## src/hdl/dat_pkg.sv

```systemverilog
// ----------------------------------------------------------------------------
// dat_pkg
// Shared types and constants of the delayed action timer table: request
// codes, result kinds, status codes, field widths and the head event struct.
// ----------------------------------------------------------------------------
`default_nettype none

package dat_pkg;

    // Field widths fixed by the stream format.
    localparam int ACTION_W   = 3;
    localparam int FUNC_ID_W  = 8;
    localparam int DATA_W     = 16;
    localparam int KIND_W     = 2;
    localparam int STATUS_W   = 2;
    localparam int SLOT_IDX_W = 6;
    localparam int IN_TDATA_W  = 48;
    localparam int OUT_TDATA_W = 32;

    // Widest action id supported, used for zero extension.
    localparam int ID_EXT_W = 16;

    // Request codes.
    localparam logic [ACTION_W-1:0] OP_START_REP  = 3'd0;
    localparam logic [ACTION_W-1:0] OP_START_FUSE = 3'd1;
    localparam logic [ACTION_W-1:0] OP_LENGTHEN   = 3'd2;
    localparam logic [ACTION_W-1:0] OP_EXTINGUISH = 3'd3;
    localparam logic [ACTION_W-1:0] OP_TICK_REP   = 3'd4;
    localparam logic [ACTION_W-1:0] OP_TICK_FUSE  = 3'd5;

    // Result kinds.
    localparam logic [KIND_W-1:0] KIND_ACK       = 2'd0;
    localparam logic [KIND_W-1:0] KIND_REP_RUN   = 2'd1;
    localparam logic [KIND_W-1:0] KIND_FUSE_FIRE = 2'd2;
    localparam logic [KIND_W-1:0] KIND_TICK_DONE = 2'd3;

    // Status codes.
    localparam logic [STATUS_W-1:0] ST_OK        = 2'd0;
    localparam logic [STATUS_W-1:0] ST_FULL      = 2'd1;
    localparam logic [STATUS_W-1:0] ST_NOT_FOUND = 2'd2;
    localparam logic [STATUS_W-1:0] ST_ID_ZERO   = 2'd3;

    // Countdown value that marks a repeating action.
    localparam logic [DATA_W-1:0] CNT_REPEATING = 16'hFFFF;

    // What the head logic decides for the slot passing by.
    typedef struct packed {
        logic              emit;
        logic [KIND_W-1:0] kind;
        logic              hit;
    } head_evt_t;

endpackage

`default_nettype wire

```

## src/hdl/delayed_action_timer_table.sv

```systemverilog
// ----------------------------------------------------------------------------
// delayed_action_timer_table
// Table of timer slots for repeating actions and one-shot fuses, in a ring of
// cells rotating one slot per cycle past a shared update head unless stalled.
// ----------------------------------------------------------------------------
// Each request takes one pass of the ring. After the request is taken, the
// table rotates one slot per cycle, with the head logic applying the request
// to each slot in slot order; the ring holds while a result waits on a
// stalled output. After the last slot, the S_DONE state loads the final
// result, which is marked by tlast, once the output register is free.
// Tick requests emit a result for every slot that runs or fires, in slot
// order, before the final one. The next request is taken in the cycle after
// the final result is loaded into the output register.
`default_nettype none

module delayed_action_timer_table
    import dat_pkg::*;
#(
    parameter int SLOTS   = 20,
    parameter int ID_BITS = 8
) (
    input  wire logic                   clk,
    input  wire logic                   rst_n,
    // Request stream.
    input  wire logic                   s_tvalid,
    output logic                        s_tready,
    // s_tdata, lowest bit up: action[2:0], func_id[10:3], arg[26:11],
    // delay[42:27], zero fill[47:43].
    input  wire logic [IN_TDATA_W-1:0]  s_tdata,
    // Result stream.
    output logic                        m_tvalid,
    input  wire logic                   m_tready,
    // m_tdata, lowest bit up: status[1:0], run_id[9:2], run_arg[25:10],
    // slot_index[31:26].
    output logic      [OUT_TDATA_W-1:0] m_tdata,
    // m_tuser: kind[1:0].
    output logic      [KIND_W-1:0]      m_tuser,
    output logic                        m_tlast
);

    localparam int IDX_W = (SLOTS > 1) ? $clog2(SLOTS) : 1;

    typedef enum logic [1:0] {
        S_IDLE,
        S_WALK,
        S_DONE
    } state_t;

    // Control and request registers.
    state_t             state_reg, state_next;
    logic [IDX_W-1:0]   idx_reg, idx_next;
    logic [ACTION_W-1:0] op_reg, op_next;
    logic [ID_BITS-1:0] id_reg, id_next;
    logic [DATA_W-1:0]  argin_reg, argin_next;
    logic [DATA_W-1:0]  delay_reg, delay_next;
    logic               found_reg, found_next;
    logic [IDX_W-1:0]   hit_idx_reg, hit_idx_next;
    logic [DATA_W-1:0]  hit_arg_reg, hit_arg_next;

    // Output register.
    logic                   m_valid_reg, m_valid_next;
    logic [KIND_W-1:0]      kind_reg, kind_next;
    logic [STATUS_W-1:0]    status_reg, status_next;
    logic [FUNC_ID_W-1:0]   run_id_reg, run_id_next;
    logic [DATA_W-1:0]      run_arg_reg, run_arg_next;
    logic [SLOT_IDX_W-1:0]  slot_reg, slot_next;
    logic                   last_reg, last_next;

    // Ring wiring.
    logic [ID_BITS-1:0] ring_act [SLOTS];
    logic [DATA_W-1:0]  ring_arg [SLOTS];
    logic [DATA_W-1:0]  ring_cnt [SLOTS];
    logic [ID_BITS-1:0] head_act;
    logic [DATA_W-1:0]  head_arg;
    logic [DATA_W-1:0]  head_cnt;
    head_evt_t          evt;

    logic                 out_free;
    logic                 step;
    logic                 last_slot;
    logic [ID_EXT_W-1:0]  fid_ext;
    logic [ID_BITS-1:0]   id_in;
    logic [ID_BITS+FUNC_ID_W-1:0] act_ext;
    logic [ID_BITS+FUNC_ID_W-1:0] req_id_ext;
    logic [FUNC_ID_W-1:0] act_id8;
    logic [FUNC_ID_W-1:0] req_id8;

    // Id masking to the table's id width, and back to the 8-bit result field.
    assign fid_ext    = {{(ID_EXT_W-FUNC_ID_W){1'b0}}, s_tdata[10:3]};
    assign id_in      = fid_ext[ID_BITS-1:0];
    assign act_ext    = {{FUNC_ID_W{1'b0}}, ring_act[0]};
    assign req_id_ext = {{FUNC_ID_W{1'b0}}, id_reg};
    assign act_id8    = act_ext[FUNC_ID_W-1:0];
    assign req_id8    = req_id_ext[FUNC_ID_W-1:0];

    assign out_free  = !m_valid_reg || m_tready;
    assign step      = (state_reg == S_WALK) && (!evt.emit || out_free);
    assign last_slot = (idx_reg == IDX_W'(SLOTS - 1));

    // Head update logic.
    dat_head #(
        .ID_BITS (ID_BITS)
    ) u_head (
        .op      (op_reg),
        .id      (id_reg),
        .arg_in  (argin_reg),
        .delay   (delay_reg),
        .found   (found_reg),
        .act     (ring_act[0]),
        .arg     (ring_arg[0]),
        .cnt     (ring_cnt[0]),
        .new_act (head_act),
        .new_arg (head_arg),
        .new_cnt (head_cnt),
        .evt     (evt)
    );

    // Ring of slot cells: each takes its upper neighbor, the tail takes the head.
    for (genvar g = 0; g < SLOTS; g++)
    begin : g_cell
        if (g == SLOTS - 1)
        begin : g_tail
            dat_cell #(
                .ID_BITS (ID_BITS)
            ) u_cell (
                .clk    (clk),
                .rst_n  (rst_n),
                .shift  (step),
                .in_act (head_act),
                .in_arg (head_arg),
                .in_cnt (head_cnt),
                .act    (ring_act[g]),
                .arg    (ring_arg[g]),
                .cnt    (ring_cnt[g])
            );
        end
        else
        begin : g_body
            dat_cell #(
                .ID_BITS (ID_BITS)
            ) u_cell (
                .clk    (clk),
                .rst_n  (rst_n),
                .shift  (step),
                .in_act (ring_act[g+1]),
                .in_arg (ring_arg[g+1]),
                .in_cnt (ring_cnt[g+1]),
                .act    (ring_act[g]),
                .arg    (ring_arg[g]),
                .cnt    (ring_cnt[g])
            );
        end
    end

    // Sequencer and output register next state.
    always_comb
    begin
        state_next   = state_reg;
        idx_next     = idx_reg;
        op_next      = op_reg;
        id_next      = id_reg;
        argin_next   = argin_reg;
        delay_next   = delay_reg;
        found_next   = found_reg;
        hit_idx_next = hit_idx_reg;
        hit_arg_next = hit_arg_reg;
        m_valid_next = m_valid_reg && !m_tready;
        kind_next    = kind_reg;
        status_next  = status_reg;
        run_id_next  = run_id_reg;
        run_arg_next = run_arg_reg;
        slot_next    = slot_reg;
        last_next    = last_reg;

        unique case (state_reg)
            S_IDLE:
            begin
                if (s_tvalid)
                begin
                    state_next = S_WALK;
                    idx_next   = '0;
                    op_next    = s_tdata[2:0];
                    id_next    = id_in;
                    argin_next = s_tdata[26:11];
                    delay_next = s_tdata[42:27];
                    found_next = 1'b0;
                end
            end
            S_WALK:
            begin
                if (step)
                begin
                    if (evt.hit)
                    begin
                        found_next   = 1'b1;
                        hit_idx_next = idx_reg;
                        hit_arg_next = head_arg;
                    end
                    if (evt.emit)
                    begin
                        m_valid_next = 1'b1;
                        kind_next    = evt.kind;
                        status_next  = ST_OK;
                        run_id_next  = act_id8;
                        run_arg_next = ring_arg[0];
                        slot_next    = SLOT_IDX_W'(idx_reg);
                        last_next    = 1'b0;
                    end
                    if (last_slot)
                    begin
                        state_next = S_DONE;
                    end
                    else
                    begin
                        idx_next = idx_reg + IDX_W'(1);
                    end
                end
            end
            S_DONE:
            begin
                if (out_free)
                begin
                    state_next   = S_IDLE;
                    m_valid_next = 1'b1;
                    kind_next    = KIND_ACK;
                    status_next  = ST_OK;
                    run_id_next  = '0;
                    run_arg_next = '0;
                    slot_next    = '0;
                    last_next    = 1'b1;
                    case (op_reg) inside
                        OP_START_REP, OP_START_FUSE, OP_LENGTHEN, OP_EXTINGUISH:
                        begin
                            if (id_reg == '0)
                            begin
                                status_next = ST_ID_ZERO;
                            end
                            else if (found_reg)
                            begin
                                run_id_next  = req_id8;
                                run_arg_next = hit_arg_reg;
                                slot_next    = SLOT_IDX_W'(hit_idx_reg);
                            end
                            else
                            begin
                                run_id_next = req_id8;
                                status_next = (op_reg == OP_START_REP ||
                                               op_reg == OP_START_FUSE) ?
                                              ST_FULL : ST_NOT_FOUND;
                            end
                        end
                        OP_TICK_REP, OP_TICK_FUSE:
                        begin
                            kind_next = KIND_TICK_DONE;
                        end
                        default:
                        begin
                            kind_next = KIND_ACK;
                        end
                    endcase
                end
            end
            default:
            begin
                state_next = S_IDLE;
            end
        endcase
    end

    // State and registered outputs.
    always_ff @(posedge clk or negedge rst_n)
    begin
        if (!rst_n)
        begin
            state_reg   <= S_IDLE;
            idx_reg     <= '0;
            op_reg      <= '0;
            id_reg      <= '0;
            argin_reg   <= '0;
            delay_reg   <= '0;
            found_reg   <= 1'b0;
            hit_idx_reg <= '0;
            hit_arg_reg <= '0;
            m_valid_reg <= 1'b0;
            kind_reg    <= '0;
            status_reg  <= '0;
            run_id_reg  <= '0;
            run_arg_reg <= '0;
            slot_reg    <= '0;
            last_reg    <= 1'b0;
        end
        else
        begin
            state_reg   <= state_next;
            idx_reg     <= idx_next;
            op_reg      <= op_next;
            id_reg      <= id_next;
            argin_reg   <= argin_next;
            delay_reg   <= delay_next;
            found_reg   <= found_next;
            hit_idx_reg <= hit_idx_next;
            hit_arg_reg <= hit_arg_next;
            m_valid_reg <= m_valid_next;
            kind_reg    <= kind_next;
            status_reg  <= status_next;
            run_id_reg  <= run_id_next;
            run_arg_reg <= run_arg_next;
            slot_reg    <= slot_next;
            last_reg    <= last_next;
        end
    end

    assign s_tready = (state_reg == S_IDLE);
    assign m_tvalid = m_valid_reg;
    assign m_tdata  = {slot_reg, run_arg_reg, run_id_reg, status_reg};
    assign m_tuser  = kind_reg;
    assign m_tlast  = last_reg;

`ifndef NO_ASSERTIONS
    // A taken request starts the ring walk at the first slot.
    a_walk_start: assert property (@(posedge clk) disable iff (!rst_n)
        (s_tvalid && s_tready) |=> (state_reg == S_WALK && idx_reg == '0))
        else $error("walk did not start at slot zero");

    // The walk ends after the last slot has passed the head.
    a_walk_end: assert property (@(posedge clk) disable iff (!rst_n)
        (state_reg == S_WALK && step && last_slot) |=> (state_reg == S_DONE))
        else $error("walk did not end after the last slot");

    // Closing a request always loads a final result.
    a_final_result: assert property (@(posedge clk) disable iff (!rst_n)
        (state_reg == S_DONE && out_free) |=> (m_tvalid && m_tlast && s_tready))
        else $error("final result missing");

    // The ring never rotates while a pending run result cannot be stored.
    a_no_lost_emit: assert property (@(posedge clk) disable iff (!rst_n)
        (step && evt.emit) |-> out_free)
        else $error("ring stepped over a result");
`endif

endmodule

`default_nettype wire

```

## src/hdl/dat_cell.sv

```systemverilog
// ----------------------------------------------------------------------------
// dat_cell
// One slot of the timer ring. On each step it takes the slot held by its
// neighbor, so the whole table rotates one place toward the head.
// ----------------------------------------------------------------------------
`default_nettype none

module dat_cell
    import dat_pkg::*;
#(
    parameter int ID_BITS = 8
) (
    input  wire logic               clk,
    input  wire logic               rst_n,
    input  wire logic               shift,
    input  wire logic [ID_BITS-1:0] in_act,
    input  wire logic [DATA_W-1:0]  in_arg,
    input  wire logic [DATA_W-1:0]  in_cnt,
    output logic      [ID_BITS-1:0] act,
    output logic      [DATA_W-1:0]  arg,
    output logic      [DATA_W-1:0]  cnt
);

    logic [ID_BITS-1:0] act_reg;
    logic [DATA_W-1:0]  arg_reg;
    logic [DATA_W-1:0]  cnt_reg;

    // The action id must reset so that every slot starts empty.
    always_ff @(posedge clk or negedge rst_n)
    begin
        if (!rst_n)
        begin
            act_reg <= '0;
        end
        else if (shift)
        begin
            act_reg <= in_act;
        end
    end

    // Argument and countdown are only read in occupied slots.
    always_ff @(posedge clk)
    begin
        if (shift)
        begin
            arg_reg <= in_arg;
            cnt_reg <= in_cnt;
        end
    end

    assign act = act_reg;
    assign arg = arg_reg;
    assign cnt = cnt_reg;

endmodule

`default_nettype wire

```

## src/hdl/dat_head.sv

```systemverilog
// ----------------------------------------------------------------------------
// dat_head
// Update logic at the head of the ring. It applies the current request to
// the slot leaving the head cell and hands the new slot to the tail cell.
// ----------------------------------------------------------------------------
`default_nettype none

module dat_head
    import dat_pkg::*;
#(
    parameter int ID_BITS = 8
) (
    input  wire logic [ACTION_W-1:0] op,
    input  wire logic [ID_BITS-1:0]  id,
    input  wire logic [DATA_W-1:0]   arg_in,
    input  wire logic [DATA_W-1:0]   delay,
    input  wire logic                found,
    input  wire logic [ID_BITS-1:0]  act,
    input  wire logic [DATA_W-1:0]   arg,
    input  wire logic [DATA_W-1:0]   cnt,
    output logic      [ID_BITS-1:0]  new_act,
    output logic      [DATA_W-1:0]   new_arg,
    output logic      [DATA_W-1:0]   new_cnt,
    output head_evt_t                evt
);

    logic              id_ok;
    logic              occupied;
    logic [DATA_W:0]   sum;
    logic [DATA_W-1:0] sat;

    assign id_ok    = (id != '0);
    assign occupied = (act != '0);

    // Saturating add of the lengthen amount to the countdown.
    always_comb
    begin
        sum = {cnt[DATA_W-1], cnt} + {delay[DATA_W-1], delay};
        if (sum[DATA_W] != sum[DATA_W-1])
        begin
            sat = sum[DATA_W] ? {1'b1, {(DATA_W-1){1'b0}}} : {1'b0, {(DATA_W-1){1'b1}}};
        end
        else
        begin
            sat = sum[DATA_W-1:0];
        end
    end

    // Decode the request against the slot at the head.
    always_comb
    begin
        new_act  = act;
        new_arg  = arg;
        new_cnt  = cnt;
        evt.emit = 1'b0;
        evt.kind = KIND_ACK;
        evt.hit  = 1'b0;
        unique case (op) inside
            OP_START_REP, OP_START_FUSE:
            begin
                // The first free slot takes the new entry.
                if (id_ok && !found && !occupied)
                begin
                    evt.hit = 1'b1;
                    new_act = id;
                    new_arg = arg_in;
                    new_cnt = (op == OP_START_REP) ? CNT_REPEATING : delay;
                end
            end
            OP_LENGTHEN, OP_EXTINGUISH:
            begin
                // The first slot holding the id is changed.
                if (id_ok && !found && (act == id))
                begin
                    evt.hit = 1'b1;
                    if (op == OP_LENGTHEN)
                    begin
                        new_cnt = sat;
                    end
                    else
                    begin
                        new_act = '0;
                    end
                end
            end
            OP_TICK_REP:
            begin
                if (occupied && (cnt == CNT_REPEATING))
                begin
                    evt.emit = 1'b1;
                    evt.kind = KIND_REP_RUN;
                end
            end
            OP_TICK_FUSE:
            begin
                // Positive countdowns step down; a fuse reaching zero fires.
                if (occupied && !cnt[DATA_W-1] && (cnt != '0))
                begin
                    new_cnt = cnt - DATA_W'(1);
                    if (cnt == DATA_W'(1))
                    begin
                        evt.emit = 1'b1;
                        evt.kind = KIND_FUSE_FIRE;
                        new_act  = '0;
                    end
                end
            end
            default:
            begin
                new_act = act;
            end
        endcase
    end

endmodule

`default_nettype wire
```

## config.mk

```make
export PLATFORM = sky130hd
export DESIGN_NAME = delayed_action_timer_table
export DESIGN_NICKNAME = d
export VERILOG_FILES = /design/src/hdl/dat_pkg.sv /design/src/hdl/delayed_action_timer_table.sv /design/src/hdl/dat_cell.sv /design/src/hdl/dat_head.sv
export SDC_FILE = /design/constraint.sdc
export NUM_CORES = 1
export LEC_CHECK = 0
export BUFFER_PORTS_ARGS = -buffer_cell sky130_fd_sc_hd__buf_2
export CORE_MARGIN = 2
export CORE_UTILIZATION = 35
export CTS_BUF_LIST = sky130_fd_sc_hd__clkbuf_8
export CTS_CLUSTER_SIZE = 24
export DETAILED_ROUTE_END_ITERATION = 8
export GPL_TIMING_DRIVEN = 1
export SLEW_MARGIN = 20
export SYNTH_ARGS = -nofsm -noshare
export SYNTH_HDL_FRONTEND = slang
export SYNTH_SLANG_ARGS = --single-unit
```

## constraint.sdc

```tcl
create_clock -name clk -period 26.6 [get_ports clk]
set_clock_uncertainty 0.05 [all_clocks]
set_input_delay 2.66 -clock clk [delete_from_list [all_inputs] [get_ports clk]]
set_output_delay 2.66 -clock clk [all_outputs]
set_load 0.01 [all_outputs]
```

==> flow_metrics.env <==
export IMPL_nFillCells=8445
export IMPL_drt_met1_wl_mm=30.0
export IMPL_r2r_start="g_cell[0].g_body.u_cell.act[4]$_DFFE_PN0P_"
export IMPL_wl_per_cell_um=17.5
export IMPL_fin_util_pct=40.4
export IMPL_syn_nets=2179
export IMPL_seq_area_frac_synth_pct=80.0
export IMPL_yosysWarnings=0
export IMPL_wirelength_mm=62.9
export IMPL_setup_viol=0
export IMPL_grt_pass1_wl_mm=97.8
export IMPL_cts_hold_fix_buffers=0
export IMPL_post_route_min_period_ns=5.54
export IMPL_r2r_slack_ns=21.28
export IMPL_max_freq_ghz=0.180
export IMPL_viasPerCell=4.77
export IMPL_synth_edff_count=640
export IMPL_place_port_buffers=82
export IMPL_syn2layout_area_growth_pct=14.3
export IMPL_core_area_um2=91700
export IMPL_reg2reg_depth=9
export IMPL_drt_iter0_drc=1432
export IMPL_path_max_fanout=136
export IMPL_hold_viol_final=0
export IMPL_start_util_pct=35.3
export IMPL_numCtsBuffers=147
export IMPL_powerDensity_nw_per_um2=133
export IMPL_synth_seq_cells=907
export IMPL_dr_wl_met2_mm=27.7
export IMPL_clk_path_buf_depth=3
export IMPL_gp_congestion=0.817
export IMPL_synth_area_per_cell_um2=15.4
export IMPL_clk_pin_slew_ns=0.06
export IMPL_worstSetupStartpoint="m_tready"
export IMPL_die_w_um=308
export IMPL_slew_headroom_pct=29.6
export IMPL_antenna_found_initial=3
export IMPL_drive_gt1_share_pct=15.7
export IMPL_vias=17100
export IMPL_cts_resized=0
export IMPL_insertion_delay_ns=0.80
export IMPL_arrival_ns=5.89
export IMPL_routed_top_layer="met5"
export IMPL_dr_pass1_iters=5
export IMPL_syn_inst=2102
export IMPL_num_rows=111
export IMPL_syn_area_um2=32400
export IMPL_post_cts_buffers=0
export IMPL_diodes=0
export IMPL_cts_root_buf="clkbuf_8"
export IMPL_drv_cap=0
export IMPL_startpoint_type="primary input"
export IMPL_hold_path_class="reg2reg"
export IMPL_status="complete, no violations"
export IMPL_crit_type="in2reg"
export IMPL_leakagePower_nw=14.5
export IMPL_rsz0062_at_grt="false"
export IMPL_netlist_cell_type_count=74
export IMPL_antenna_left=0
export IMPL_dp_hpwl_mm=36.9
export IMPL_setup_tns_final_ns=0
export IMPL_io_pins=89
export IMPL_cp_end_kind="register"
export IMPL_required_ns=26.95
export IMPL_cts_sinks=907
export IMPL_drv_slew=0
export IMPL_timing_final_crit_share_pct=20.8
export IMPL_dieArea_um2=94900
export IMPL_dieHeight_um=308
export IMPL_cp_endpoint="g_cell[6].g_body.u_cell.cnt[2]$_DFFE_PP_"
export IMPL_htree_levels=4
export IMPL_finalNetCount=2357
export IMPL_worstMarginPinSlew_ns=1.06
export IMPL_gr_total_overflow=0
export IMPL_post_route_drc_count=0
export IMPL_cts_tree="built"
export IMPL_grt_max_degree=137
export IMPL_grtUsageTotal_pct=13.4
export IMPL_dr_wl_met3_mm=3.70
export IMPL_grt_pass1_vias=17100
export IMPL_ir_drop_v=0.0000640
export IMPL_async_flop_share_pct=29.4
export IMPL_synth_flop_cell="edfxtp_1"
export IMPL_r2r_end="g_cell[6].g_body.u_cell.cnt[2]$_DFFE_PP_"
area by class of cell:
type / count / area, um2 / share of cell area, %
clock buffers: 158 / 2170 / 5.88
clock inverters: 117 / 659 / 1.78
inverters: 20 / 82.6 / 0.223
multi-input cells: 1097 / 6060 / 16.4
flip-flops and latches: 907 / 25900 / 70.0
well taps: 1186 / 1480 / 4.01
repair buffers: 107 / 636 / 1.72
cell usage in the layout (no fill, tap or decap), drive strengths merged, types with 4 or more instances in the layout:
cell type / synthesis / final
a211oi: 11 / 11
a21o: 9 / 9
a21oi: 106 / 106
a221oi: 4 / 4
a22oi: 4 / 4
a31oi: 6 / 6
and3: 6 / 6
buf: 36 / 107
bufinv: 0 / 4
clkbuf: 42 / 158
clkinv: 1 / 50
clkinvlp: 0 / 4
dfrtp: 267 / 267
edfxtp: 640 / 640
ha: 24 / 24
inv: 19 / 79
mux2: 80 / 80
nand2: 507 / 507
nand2b: 9 / 9
nand3: 15 / 15
nand4: 15 / 15
nor2: 81 / 81
nor2b: 33 / 33
nor3: 15 / 15
nor4: 9 / 9
o211ai: 13 / 13
o21a: 7 / 7
o21ai: 55 / 55
o22a: 4 / 4
o31ai: 6 / 6
xnor2: 17 / 17
xor2: 10 / 10
synth_stat cells (10+ instances only):
master / instances / area [um2]
a21oi_1: 106 / 531
buf_2: 29 / 145
clkbuf_1: 42 / 158
dfrtp_1: 267 / 6680
edfxtp_1: 640 / 19200
ha_1: 24 / 300
inv_1: 17 / 63.8
mux2_1: 16 / 180
mux2_2: 64 / 721
nand2_1: 507 / 1900
nand3_1: 15 / 75.1
nand4_1: 15 / 93.8
nor2_1: 80 / 300
nor2b_1: 33 / 206
nor3_1: 15 / 75.1
o211ai_1: 13 / 97.6
o21ai_0: 52 / 260
xnor2_1: 17 / 149
xor2_1: 10 / 87.6
report_power, final:
part	total [W]	internal (W)	switching [W]
sequential	0.00262	0.00234	0.000280
combinational	0.00116	0.000353	0.000806
clock	0.00114	0.000595	0.000545
total	0.00492	0.00329	0.00163
routing by layer:
layer / global-route usage, % / vias to the layer above
met3: 3.93 / 107
met2: 19.1 / 431
li1: - / 7942
met1: 19.2 / 8662
met4: 5.15 / 2
met5: 0 / -
worst max-delay path, stage by stage:
cell	delay [ns]
buf_2	0.09
nand2b_1	0.20
o21ai_4	0.07
buf_4	0.34
inv_8	0.60
buf_4	0.91
buf_6	0.73
cell families after synthesis:
kind of cell	count (synthesis)	share of synthesized area [%]
AOI/OAI and AO/OA	262	5.11
muxes	80	2.78
DFF	907	80.0
and+or+nand+nor	701	9.00
buffers and inverters	98	1.33
other	1	0.0116
xor gates and xnor gates	27	0.731
adders and majority gates	26	1.02
worst min path at each step:
stage,start,endpoint,slack (ns),cells after the start
floorplan,g_cell[1].g_body.u_cell.arg[0]$_DFFE_PP_,g_cell[0].g_body.u_cell.arg[0]$_DFFE_PP_,0.35,0
global placement,g_cell[15].g_body.u_cell.cnt[9]$_DFFE_PP_,g_cell[14].g_body.u_cell.cnt[9]$_DFFE_PP_,0.35,0
detailed placement,g_cell[1].g_body.u_cell.cnt[6]$_DFFE_PP_,g_cell[0].g_body.u_cell.cnt[6]$_DFFE_PP_,0.35,0
CTS,g_cell[12].g_body.u_cell.cnt[14]$_DFFE_PP_,g_cell[11].g_body.u_cell.cnt[14]$_DFFE_PP_,0.34,0
global route,g_cell[12].g_body.u_cell.cnt[14]$_DFFE_PP_,g_cell[11].g_body.u_cell.cnt[14]$_DFFE_PP_,0.34,0
finish,g_cell[12].g_body.u_cell.cnt[14]$_DFFE_PP_,g_cell[11].g_body.u_cell.cnt[14]$_DFFE_PP_,0.35,0
per-stage QoR:
step	instances	setup WS [ns]	hold slack [ns]	power (W)	instance area, um2
after global placement	3316	20.08	0.350	0.00376	34100
after floorplan	2102	4.86	0.350	0.00372	32400
after global routing	3592	20.82	0.345	0.00524	37000
after CTS	3591	20.76	0.342	0.00499	37000
after detailed placement	3316	19.95	0.355	0.00380	34100
final	3592	21.06	0.350	0.00492	37000
Note: power is estimated with default switching activity, not from simulation.
